--- src/vpv_pkg.sv ---
package vpv_pkg;

  // input beat
  typedef struct packed {
    logic [7:0] path_byte;
    logic       last_byte;
    logic       empty_string;
  } vpv_in_t;

  // result beat
  typedef struct packed {
    logic        path_ok;
    logic [2:0]  error_code;
    logic [12:0] root_length;
    logic [12:0] name_start;
  } vpv_out_t;

  // classified byte as it travels from front to back
  typedef struct packed {
    logic take;   // a byte is consumed
    logic slash;
    logic legal;
    logic fin;    // path ends with this beat
  } vpv_cls_t;

  localparam int unsigned Q_DEPTH = 4;
  localparam int unsigned Q_AW    = 2;
  localparam int unsigned Q_CW    = 3;

  localparam int unsigned CFG_IDX_W = 2;
  localparam int unsigned CFG_DAT_W = 13;
  localparam logic [CFG_IDX_W-1:0] CFG_PATH_FORM  = 2'd0;
  localparam logic [CFG_IDX_W-1:0] CFG_MAX_LENGTH = 2'd1;

  localparam logic [1:0] FORM_ABS  = 2'd0;
  localparam logic [1:0] FORM_REL  = 2'd1;
  localparam logic [1:0] FORM_ROOT = 2'd2;

  localparam logic [12:0] MAX_LENGTH_RST = 13'd256;

  localparam logic [2:0] ERR_NONE      = 3'd0;
  localparam logic [2:0] ERR_EMPTY     = 3'd1;
  localparam logic [2:0] ERR_TOO_LONG  = 3'd2;
  localparam logic [2:0] ERR_SLASH     = 3'd3;
  localparam logic [2:0] ERR_EMPTY_SEG = 3'd4;
  localparam logic [2:0] ERR_ILLEGAL   = 3'd5;
  localparam logic [2:0] ERR_NO_NAME   = 3'd6;
  localparam logic [2:0] ERR_BAD_ROOT  = 3'd7;

endpackage

--- src/vpv_front.sv ---
module vpv_front (
  input  logic              in_valid,
  output logic              in_ready,
  input  vpv_pkg::vpv_in_t  in_data,
  input  logic              q_full,
  output logic              q_push,
  output vpv_pkg::vpv_cls_t q_item
);
  import vpv_pkg::*;

  localparam logic [7:0] CH_SLASH = 8'h2F;

  function automatic logic legal_byte(input logic [7:0] b);
    logic ok;
    begin
      ok = 1'b1;
      if (b < 8'h20 || b == 8'h7F) begin
        ok = 1'b0;
      end else if (b < 8'h80) begin
        case (b)
          8'h2F, 8'h5C, 8'h2E, 8'h3A, 8'h22,
          8'h7C, 8'h3F, 8'h2A, 8'h3C, 8'h3E: ok = 1'b0;
          default:                           ok = 1'b1;
        endcase
      end
      return ok;
    end
  endfunction

  assign in_ready = !q_full;
  assign q_push   = in_valid && !q_full;

  // an empty-string beat ends the path without consuming its byte
  always_comb begin
    q_item.take  = !in_data.empty_string;
    q_item.slash = (in_data.path_byte == CH_SLASH);
    q_item.legal = legal_byte(in_data.path_byte);
    q_item.fin   = in_data.empty_string || in_data.last_byte;
  end

endmodule

--- src/vpv_fifo.sv ---
module vpv_fifo (
  input  logic              clk,
  input  logic              rst_n,
  input  logic              push,
  input  vpv_pkg::vpv_cls_t push_item,
  output logic              full,
  output logic              pop_valid,
  input  logic              pop,
  output vpv_pkg::vpv_cls_t pop_item
);
  import vpv_pkg::*;

  vpv_cls_t          mem_r [Q_DEPTH];
  logic [Q_AW-1:0]   wr_ptr_r, wr_ptr_nxt;
  logic [Q_AW-1:0]   rd_ptr_r, rd_ptr_nxt;
  logic [Q_CW-1:0]   count_r, count_nxt;
  logic              do_push, do_pop;

  assign full      = (count_r == Q_CW'(Q_DEPTH));
  assign pop_valid = (count_r != '0);
  assign pop_item  = mem_r[rd_ptr_r];
  assign do_push   = push && !full;
  assign do_pop    = pop && pop_valid;

  always_comb begin
    wr_ptr_nxt = do_push ? wr_ptr_r + 1'b1 : wr_ptr_r;
    rd_ptr_nxt = do_pop  ? rd_ptr_r + 1'b1 : rd_ptr_r;
    count_nxt  = count_r;
    if (do_push && !do_pop) begin
      count_nxt = count_r + 1'b1;
    end else if (do_pop && !do_push) begin
      count_nxt = count_r - 1'b1;
    end
  end

  always_ff @(posedge clk) begin
    if (!rst_n) begin
      wr_ptr_r <= '0;
      rd_ptr_r <= '0;
      count_r  <= '0;
    end else begin
      wr_ptr_r <= wr_ptr_nxt;
      rd_ptr_r <= rd_ptr_nxt;
      count_r  <= count_nxt;
    end
  end

  always_ff @(posedge clk) begin
    if (do_push) begin
      mem_r[wr_ptr_r] <= push_item;
    end
  end

  a_count_bound: assert property (@(posedge clk) disable iff (!rst_n)
    count_r <= Q_CW'(Q_DEPTH))
    else $error("queue count beyond depth");

  a_ptr_gap: assert property (@(posedge clk) disable iff (!rst_n)
    (count_r == '0 || count_r == Q_CW'(Q_DEPTH)) |-> (wr_ptr_r == rd_ptr_r))
    else $error("queue pointers disagree with count");

  a_pop_moves: assert property (@(posedge clk) disable iff (!rst_n)
    (do_pop && !do_push) |=> (count_r == $past(count_r) - 1'b1))
    else $error("queue pop lost");

endmodule

--- src/vpv_back.sv ---
module vpv_back #(
  parameter int unsigned MAX_PATH_BYTES = 4096
) (
  input  logic              clk,
  input  logic              rst_n,
  input  logic [1:0]        path_form,
  input  logic [12:0]       max_length,
  input  logic              q_valid,
  input  vpv_pkg::vpv_cls_t q_item,
  output logic              q_pop,
  output logic              out_valid,
  input  logic              out_ready,
  output vpv_pkg::vpv_out_t out_data
);
  import vpv_pkg::*;

  localparam int unsigned CNT_W = $clog2(MAX_PATH_BYTES + 3);
  localparam int unsigned CMP_W = (CNT_W > 13) ? CNT_W + 1 : 14;
  localparam logic [CNT_W-1:0] CNT_SAT = CNT_W'(MAX_PATH_BYTES + 2);
  localparam logic [CMP_W-1:0] LIM_MAX = CMP_W'(MAX_PATH_BYTES);

  logic [CNT_W-1:0] cnt_r, cnt_u, cnt_nxt;
  logic [1:0]       idx_r, idx_u, idx_nxt;
  logic             seg_empty_r, seg_empty_u, seg_empty_nxt;
  logic [2:0]       ferr_r, ferr_u, ferr_nxt;
  logic [CNT_W-1:0] root_r, root_u, root_nxt;
  logic [CNT_W-1:0] slash_r, slash_u, slash_nxt;
  logic             lead_r, lead_u, lead_nxt;

  logic             out_valid_r, out_valid_nxt;
  vpv_out_t         out_data_r, res;

  logic             pop, finish;
  logic [CMP_W-1:0] n_w, lim_w, maxl_w, root_w, name_w;
  logic [2:0]       err;
  logic             root_ok;

  assign pop    = q_valid && (!q_item.fin || !out_valid_r || out_ready);
  assign finish = pop && q_item.fin;
  assign q_pop  = pop;

  // per-byte state update
  always_comb begin
    cnt_u       = cnt_r;
    idx_u       = idx_r;
    seg_empty_u = seg_empty_r;
    ferr_u      = ferr_r;
    root_u      = root_r;
    slash_u     = slash_r;
    lead_u      = lead_r;
    if (pop && q_item.take) begin
      if (cnt_r != CNT_SAT) begin
        cnt_u = cnt_r + 1'b1;
      end
      if (cnt_r == '0 && q_item.slash) begin
        lead_u = 1'b1;
      end else if (q_item.slash) begin
        if (seg_empty_r && ferr_r == ERR_NONE) begin
          ferr_u = ERR_EMPTY_SEG;
        end
        if (idx_r == 2'd0) begin
          root_u = cnt_r - CNT_W'(lead_r);
        end
        if (idx_r != 2'd2) begin
          idx_u = idx_r + 1'b1;
        end
        seg_empty_u = 1'b1;
        slash_u     = cnt_r;
      end else begin
        if (!q_item.legal && ferr_r == ERR_NONE) begin
          ferr_u = ERR_ILLEGAL;
        end
        seg_empty_u = 1'b0;
      end
    end
  end

  // end-of-path evaluation on the updated state
  always_comb begin
    n_w     = CMP_W'(cnt_u);
    maxl_w  = CMP_W'(max_length);
    lim_w   = (maxl_w < LIM_MAX) ? maxl_w : LIM_MAX;
    root_w  = CMP_W'(root_u);
    name_w  = CMP_W'(slash_u) + 1'b1;
    root_ok = (n_w >= CMP_W'(2)) && ((n_w - 1'b1) <= lim_w) && lead_u
              && (idx_u == 2'd0) && (ferr_u == ERR_NONE);
    res.root_length = '0;
    res.name_start  = '0;
    if (path_form == FORM_ROOT) begin
      err = root_ok ? ERR_NONE : ERR_BAD_ROOT;
    end else if (n_w == '0) begin
      err = ERR_EMPTY;
    end else if (n_w > lim_w) begin
      err = ERR_TOO_LONG;
    end else if (path_form == FORM_REL) begin
      if (lead_u) begin
        err = ERR_SLASH;
      end else if (ferr_u != ERR_NONE) begin
        err = ferr_u;
      end else begin
        err = seg_empty_u ? ERR_EMPTY_SEG : ERR_NONE;
      end
    end else begin
      // absolute form; the unused form code lands here too
      if (!lead_u) begin
        err = ERR_SLASH;
      end else if (ferr_u != ERR_NONE) begin
        err = ferr_u;
      end else if (seg_empty_u) begin
        err = ERR_EMPTY_SEG;
      end else if (idx_u == 2'd0) begin
        err = ERR_NO_NAME;
      end else begin
        err = ERR_NONE;
        res.root_length = root_w[12:0];
        res.name_start  = name_w[12:0];
      end
    end
    res.path_ok    = (err == ERR_NONE);
    res.error_code = err;
  end

  always_comb begin
    cnt_nxt       = finish ? '0 : cnt_u;
    idx_nxt       = finish ? 2'd0 : idx_u;
    seg_empty_nxt = finish ? 1'b1 : seg_empty_u;
    ferr_nxt      = finish ? ERR_NONE : ferr_u;
    root_nxt      = finish ? '0 : root_u;
    slash_nxt     = finish ? '0 : slash_u;
    lead_nxt      = finish ? 1'b0 : lead_u;
    out_valid_nxt = finish || (out_valid_r && !out_ready);
  end

  always_ff @(posedge clk) begin
    if (!rst_n) begin
      cnt_r       <= '0;
      idx_r       <= 2'd0;
      seg_empty_r <= 1'b1;
      ferr_r      <= ERR_NONE;
      root_r      <= '0;
      slash_r     <= '0;
      lead_r      <= 1'b0;
      out_valid_r <= 1'b0;
    end else begin
      cnt_r       <= cnt_nxt;
      idx_r       <= idx_nxt;
      seg_empty_r <= seg_empty_nxt;
      ferr_r      <= ferr_nxt;
      root_r      <= root_nxt;
      slash_r     <= slash_nxt;
      lead_r      <= lead_nxt;
      out_valid_r <= out_valid_nxt;
    end
  end

  always_ff @(posedge clk) begin
    if (finish) begin
      out_data_r <= res;
    end
  end

  assign out_valid = out_valid_r;
  assign out_data  = out_data_r;

  a_clear_after_end: assert property (@(posedge clk) disable iff (!rst_n)
    finish |=> (cnt_r == '0 && seg_empty_r && ferr_r == ERR_NONE && !lead_r))
    else $error("path state not cleared after final beat");

  a_ok_matches_code: assert property (@(posedge clk) disable iff (!rst_n)
    out_valid_r |-> (out_data_r.path_ok == (out_data_r.error_code == ERR_NONE)))
    else $error("path_ok disagrees with error_code");

  a_fields_only_when_ok: assert property (@(posedge clk) disable iff (!rst_n)
    (out_valid_r && !out_data_r.path_ok) |->
      (out_data_r.root_length == '0 && out_data_r.name_start == '0))
    else $error("position fields set on a failed path");

  a_no_overwrite: assert property (@(posedge clk) disable iff (!rst_n)
    (out_valid_r && !out_ready) |-> !finish)
    else $error("result overwritten before it was taken");

endmodule

--- src/virtual_path_validator.sv ---
// channel  | ports                          | beat
// ---------+--------------------------------+----------------------------------------
// in       | in_valid, in_ready, in_data    | one path byte with last/empty flags
// out      | out_valid, out_ready, out_data | one verdict per ended path
// cfg      | cfg_valid, cfg_ready, cfg_index, cfg_data | register write, always ready
//
// One byte a cycle sustained unless out_ready stalls a final byte: the front classifies a
// byte in the cycle it is taken and queues it; the back updates the path counters one
// queued byte per cycle. A verdict is registered on the edge that pops the final byte;
// that byte is always written into the queue first, even with the queue empty.
// Reset clears the queue, the path state and loads path_form 0, max_length 256.
// A stalled output holds back only final bytes; the four-entry queue absorbs the rest
// before in_ready drops.
module virtual_path_validator #(
  parameter int unsigned MAX_PATH_BYTES = 4096
) (
  input  logic                               clk,
  input  logic                               rst_n,
  input  logic                               in_valid,
  output logic                               in_ready,
  input  vpv_pkg::vpv_in_t                   in_data,
  output logic                               out_valid,
  input  logic                               out_ready,
  output vpv_pkg::vpv_out_t                  out_data,
  input  logic                               cfg_valid,
  output logic                               cfg_ready,
  input  logic [vpv_pkg::CFG_IDX_W-1:0]      cfg_index,
  input  logic [vpv_pkg::CFG_DAT_W-1:0]      cfg_data
);
  import vpv_pkg::*;

  logic [1:0]  path_form_r;
  logic [12:0] max_length_r;

  logic        q_full, q_push, q_valid, q_pop;
  vpv_cls_t    push_item, pop_item;

  assign cfg_ready = 1'b1;

  always_ff @(posedge clk) begin
    if (!rst_n) begin
      path_form_r  <= FORM_ABS;
      max_length_r <= MAX_LENGTH_RST;
    end else if (cfg_valid) begin
      unique case (cfg_index)
        CFG_PATH_FORM:  path_form_r  <= cfg_data[1:0];
        CFG_MAX_LENGTH: max_length_r <= cfg_data;
        default: ;
      endcase
    end
  end

  vpv_front u_front (
    .in_valid (in_valid),
    .in_ready (in_ready),
    .in_data  (in_data),
    .q_full   (q_full),
    .q_push   (q_push),
    .q_item   (push_item)
  );

  vpv_fifo u_fifo (
    .clk       (clk),
    .rst_n     (rst_n),
    .push      (q_push),
    .push_item (push_item),
    .full      (q_full),
    .pop_valid (q_valid),
    .pop       (q_pop),
    .pop_item  (pop_item)
  );

  vpv_back #(
    .MAX_PATH_BYTES (MAX_PATH_BYTES)
  ) u_back (
    .clk        (clk),
    .rst_n      (rst_n),
    .path_form  (path_form_r),
    .max_length (max_length_r),
    .q_valid    (q_valid),
    .q_item     (pop_item),
    .q_pop      (q_pop),
    .out_valid  (out_valid),
    .out_ready  (out_ready),
    .out_data   (out_data)
  );

endmodule
--- config.mk ---
export PLATFORM = sky130hd
export DESIGN_NAME = virtual_path_validator
export DESIGN_NICKNAME = d
export VERILOG_FILES = /design/src/vpv_pkg.sv /design/src/vpv_front.sv /design/src/vpv_fifo.sv /design/src/vpv_back.sv /design/src/virtual_path_validator.sv
export SDC_FILE = /design/constraint.sdc
export NUM_CORES = 1
export LEC_CHECK = 0
export ABC_AREA = 0
export BUFFER_PORTS_ARGS = -buffer_cell sky130_fd_sc_hd__buf_2
export CORE_MARGIN = 3
export CORE_UTILIZATION = 60
export CTS_CLUSTER_SIZE = 12
export DETAILED_ROUTE_END_ITERATION = 6
export PLACE_DENSITY = 0.8
export SYNTH_ARGS = -nofsm -noshare
export SYNTH_HDL_FRONTEND = slang
export SYNTH_SLANG_ARGS = --single-unit
--- constraint.sdc ---
create_clock -name clk -period 5.5 [get_ports clk]
set_input_delay 1.1 -clock clk [delete_from_list [all_inputs] [get_ports clk]]
set_output_delay 1.1 -clock clk [all_outputs]
set_load 0.1 [all_outputs]
==> results.yml, run 1 <==
timing:
  max_freq_mhz: 210
  relSlewSlack_pct: 43.8
  slew_violations: 0
  hold_violations: 0
  fin_worst_skew_ns: 0.00809
  tightest_slew_ns: 0.835
  setup_viol: 0
  min_period_ns: 4.77
  whs_ns: 0.466
  setup_tns_ns: 0
  rsz0062_at_grt: "false"
  fin_crit_sh_pct: 86.8
place:
  hpwl_mm: 11.7
  io_buffers: 61
  gp_congestion: 0.928
floorplanning:
  coreArea_um2: 10900
  start_util_pct: 62.0
  die_w_um: 112
  ios: 63
  fp.dieH_um: 112
  die_area_um2: 12600
  rows: 38
synth:
  yosys_warnings: 0
  synth.area.top_cells: "dfxtp_1 21%, edfxtp_1 20%, ha_1 7.8%"
  synth-edff-count: 46
  synth_top_area_share_pct: 21.0
  synth_common_cells: "82 x nand2_1, 77 x nor2_1, 71 x dfxtp_1"
  ys_ff_latch: 117
  synth_top_area_cell: "dfxtp_1"
  yosysMostFrequentCell: "nand2_1"
  ys_types: 73
  syn-num-nets: 793
  postSynth.asyncResetShare_pct: 0
  ys.flop_type: "dfxtp_1"
  ys_seq_area_share_pct: 41.4
  netlist_area_um2: 6780
  avgSynthCellArea_um2: 9.41
  netlist_instances: 720
global_route:
  antenna_found_initial: 0
  grt_max_degree: 47
  overflow: 0
  grt_pass1_wl_mm: 26.4
  grt_pass1_vias: 5396
  track_usage_pct: 26.1
setup_path:
  worstRegToRegCells: 17
  cp_slowest_cell: "nor4_1"
  worstReg2RegStart: "u_back.cnt_r[10]$_SDFF_PP0_"
  slowest_delay_ns: 0.73
  critPathMaxFanout: 7
  regToRegSetupSlack_ns: 0.73
  critPathTopFamily: "simple AND/OR/NAND/NOR gates"
  cp.depth: 17
  crit_required_ns: 5.76
  path_buf_inv: 1
  endpoint: "u_back.out_data[29]$_DFFE_PP_"
  start_kind: "register"
  path_class: "reg -> reg"
  crit_path_start: "u_back.cnt_r[10]$_SDFF_PP0_"
  crit_arrival_ns: 5.03
  r2r_end: "u_back.out_data[29]$_DFFE_PP_"
  endpoint_kind: "register"
  critPathMostFrequentCell: "a21oi_1"
  path_cells: "nor4_1, nand4_1, nand4_1, xnor2_1, inv_1, a21oi_1, nand3_1, xnor2_1, ha_1, a21oi_1, nor2b_1, o21ai_0, a21oi_1, o41ai_1, o311a_1, o22ai_1, nor3_1"
clock_tree:
  numCtsBuffers: 17
  cts_tree: "built"
  cts_root_buf: "clkbuf_16"
  cts_num_sinks: 117
  hold_buffers: 0
  h-tree-depth: 4
  clk_pin_slew_ns: 0.05
  cts_resized: 0
  clock_latency_ns: 0.41
  cts_setup_buffers: 0
  clockBufferDepth: 2
drt:
  first_pass_iters: 5
  ant_nets: 0
  avgRoutedWirePerCell_um: 17.1
  finalWirelength_mm: 16.1
  viasPerCell: 5.94
  route.detailed.drc: 0
  vias: 5565
  drt_iter0_markers: 310
cells_and_area:
  diodes: 0
  seq_area_um2: 2800
  layout-drive-gt1-share_pct: 18.7
  multi_input_area_um2: 3670
  num-fill-cells: 836
  final_util_pct: 71.1
  layout.nets: 858
  syn2layout_area_growth_pct: 14.7
min_path:
  hp-class: "reg -> reg"
  min_from: "max_length_r[5]$_SDFFE_PN0P_"
  whs_path_depth: 2
run_status:
  status: "finished clean"
power:
  peakVddDrop_mv: 0.526
  leakage_uw: 0.00301
  power_density_nw_per_um2: 547
  power_uw: 4250
flow_run:
  cap_violations: 0
[final cells by class]
class / count / share of cell area (%)
Timing Repair Buffer: 78 / 5.73
Clock buffer: 26 / 6.42
Inverter: 35 / 1.69
Tap cell: 140 / 2.25
Sequential cell: 117 / 36.1
Multi-Input combinational cell: 536 / 47.2
Clock inverter: 5 / 0.676
[report_power, final]
group | leakage, uW | switching, uW | internal, uW
Combinational | 0.00174 | 1480 | 592
Clock | 0.000270 | 366 | 663
Sequential | 0.00101 | 74.3 | 1080
[cells in the final DEF (no fill, tap or decap), types with 14 or more instances in the layout]
cell and instances:
a21boi_0 14, clkbuf_16 17, nor2_1 76, a21oi_1 37
edfxtp_1 46, inv_1 35, nand4_1 18, nand2_1 82
mux2i_1 15, nor3_1 15, xor2_1 15, nand3_1 21
buf_2 61, dfxtp_1 71, nor2b_1 15, xnor2_1 37
buf_4 16, nor2_4 17, ha_1 42
[worst min-delay path, stage by stage, from the launching register on]
cell	delay (ns)
dfxtp_1	0.30
nand2_1	0.05
a21boi_0	0.06
[metal layers]
layer	global-route usage [%]	up-vias	part of all wire, %
met4	10.8	0	3.0
met2	43.3	261	48
met1	32.5	2595	41
met5	0	-	0
li1	-	2667	-
met3	6.63	42	7.3
[state kept, by name (all words and copies together), names as in the netlist, named ones only]
register            count
max_length_r           13
path_form_r             2
u_back.cnt_r           13
u_back.ferr_r           3
u_back.idx_r            2
u_back.lead_r           1
u_back.out_data        30
u_back.out_valid        1
u_back.root_r          13
u_back.seg_empty_r      1
u_back.slash_r         13
u_fifo.count_r          3
u_fifo.mem_r           16
u_fifo.rd_ptr_r         2
u_fifo.wr_ptr_r         2
[per-stage QoR]
stage	instance area [um^2]	std cells	worst slack [ns]
finish	7770	937	0.727
global placement	7220	906	0.534
global route	7770	937	0.460
floorplan	6780	720	0.828
detailed placement	7220	906	0.433
CTS	7770	937	0.778
[worst min-delay path by stage]
stage,endpoint,slack (ns)
6_report,max_length_r[5]$_SDFFE_PN0P_,0.47
3_5_place_dp,u_back.idx_r[1]$_SDFF_PP0_,0.46
5_1_grt,max_length_r[3]$_SDFFE_PN0P_,0.49
2_1_floorplan,u_back.idx_r[0]$_SDFF_PP0_,0.44
3_3_place_gp,u_back.idx_r[1]$_SDFF_PP0_,0.44
4_1_cts,u_back.idx_r[1]$_SDFF_PP0_,0.47
[cell families after synthesis]
logic type,share of synthesized area [%]
AOI/OAI and AO/OA,11.6
buffers and inverters,4.63
muxes,3.93
other,0.0553
adders and majority gates,8.05
xor gates and xnor gates,6.72
and+or+nand+nor,23.6
DFF,41.4
(Power assumes the default switching activity.)
==> inputs of run 2 (changes only) <==
--- a/config.mk
+++ b/config.mk
@@ -12,6 +12,7 @@
 export CTS_CLUSTER_SIZE = 12
 export DETAILED_ROUTE_END_ITERATION = 6
 export PLACE_DENSITY = 0.8
+export RECOVER_POWER = 25
 export SYNTH_ARGS = -nofsm -noshare
 export SYNTH_HDL_FRONTEND = slang
 export SYNTH_SLANG_ARGS = --single-unit
==> results.yml, run 2 (synthesized netlist as in run 1, its figures left out) <==
clock_tree:
  cts_num_sinks: 117
  cts_root_buf: "clkbuf_16"
  numCtsBuffers: 17
  cts_setup_buffers: 0
  hold_buffers: 0
  h-tree-depth: 4
  cts_resized: 0
  clk_pin_slew_ns: 0.05
  clockBufferDepth: 2
  clock_latency_ns: 0.42
  cts_tree: "built"
timing:
  min_period_ns: 4.77
  fin_worst_skew_ns: 0.00800
  setup_viol: 0
  slew_violations: 0
  rsz0062_at_grt: "false"
  relSlewSlack_pct: 44.1
  hold_violations: 0
  max_freq_mhz: 210
  fin_crit_sh_pct: 86.7
  setup_tns_ns: 0
  tightest_slew_ns: 0.836
  whs_ns: 0.466
setup_path:
  crit_arrival_ns: 5.03
  crit_required_ns: 5.76
  critPathMostFrequentCell: "a21oi_1"
  critPathTopFamily: "simple AND/OR/NAND/NOR gates"
  path_class: "reg -> reg"
  cp.depth: 17
  worstRegToRegCells: 17
  slowest_delay_ns: 0.71
  cp_slowest_cell: "nor4_1"
  path_buf_inv: 1
  endpoint_kind: "register"
  critPathMaxFanout: 7
  path_cells: "nor4_1, nand4_1, nand4_1, xnor2_1, inv_1, a21oi_1, nand3_1, xnor2_1, ha_1, a21oi_1, nor2b_1, o21ai_0, a21oi_1, o41ai_1, o311a_1, o22ai_1, nor3_1"
  start_kind: "register"
floorplanning:
  die_w_um: 112
  die_area_um2: 12600
  fp.dieH_um: 112
  coreArea_um2: 10900
  ios: 63
  rows: 38
  start_util_pct: 62.0
global_route:
  grt_pass1_wl_mm: 26.4
  antenna_found_initial: 0
  overflow: 0
  grt_max_degree: 47
  grt_pass1_vias: 5396
  track_usage_pct: 26.1
cells_and_area:
  num-fill-cells: 840
  largest_reg_flops: 30
  layout-drive-gt1-share_pct: 18.2
  layout_common_cells: "82 x nand2_1, 76 x nor2_1, 71 x dfxtp_1, 57 x buf_2, 46 x edfxtp_1"
  layout.nets: 858
  diodes: 0
  syn2layout_area_growth_pct: 14.6
  final_cells: 937
  layout_commonest_cell: "nand2_1"
flow_run:
  cap_violations: 0
drt:
  vias: 5544
  finalWirelength_mm: 16.1
  ant_nets: 0
  route.detailed.drc: 0
  avgRoutedWirePerCell_um: 17.2
  drt_iter0_markers: 339
  viasPerCell: 5.92
  first_pass_iters: 5
power:
  power_density_nw_per_um2: 547
  power_uw: 4250
  leakage_uw: 0.00300
  peakVddDrop_mv: 0.525
place:
  io_buffers: 61
  gp_congestion: 0.928
  post-place-cells: 906
  hpwl_mm: 11.7
min_path:
  whs_path_depth: 2
  hp-class: "reg -> reg"
run_status:
  status: "finished clean"
==> run 2: cell type report <==
class	instances	area [um^2]	area share [%]
repair buffers	78	440	5.67
multi-input cells	536	3670	47.2
clock inverters	5	52.6	0.676
clock buffers	26	499	6.43
inverters	35	131	1.69
flip-flops and latches	117	2800	36.1
well taps	140	175	2.25
==> run 2: worst paths after layout <==
kind                                start                             to  slack [ns]
max           u_back.cnt_r[10]$_SDFF_PP0_  u_back.out_data[29]$_DFFE_PP_        0.73
min          max_length_r[5]$_SDFFE_PN0P_   max_length_r[5]$_SDFFE_PN0P_        0.47
max reg2reg   u_back.cnt_r[10]$_SDFF_PP0_  u_back.out_data[29]$_DFFE_PP_        0.73
min reg2reg  max_length_r[5]$_SDFFE_PN0P_   max_length_r[5]$_SDFFE_PN0P_        0.47
==> run 2: worst min-delay path, cell delays in order (launching register included) <==
cell and delay, ns:
dfxtp_1 0.30, nand2_1 0.05, a21boi_0 0.06
==> run 2: where the power goes <==
part	total (uW)	internal, uW	leakage, uW	switching [uW]
Clock	1030	663	0.000270	366
Combinational	2070	591	0.00173	1480
Sequential	1150	1080	0.00101	75.1
==> run 2: layer usage <==
layer	routed length, um	track usage, %
met3	1060	6.63
met1	6760	32.5
met4	507	10.8
met2	7760	43.3
met5	0	0
==> run 2: per-stage QoR <==
step / setup WS, ns / utilization, % / cell area (um^2)
global route: 0.460 / 71.0 / 7770
floorplan: 0.828 / - / 6780
global placement: 0.534 / 66.0 / 7220
detailed placement: 0.433 / 66.0 / 7220
CTS: 0.778 / 71.1 / 7770
finish: 0.730 / 71.0 / 7770
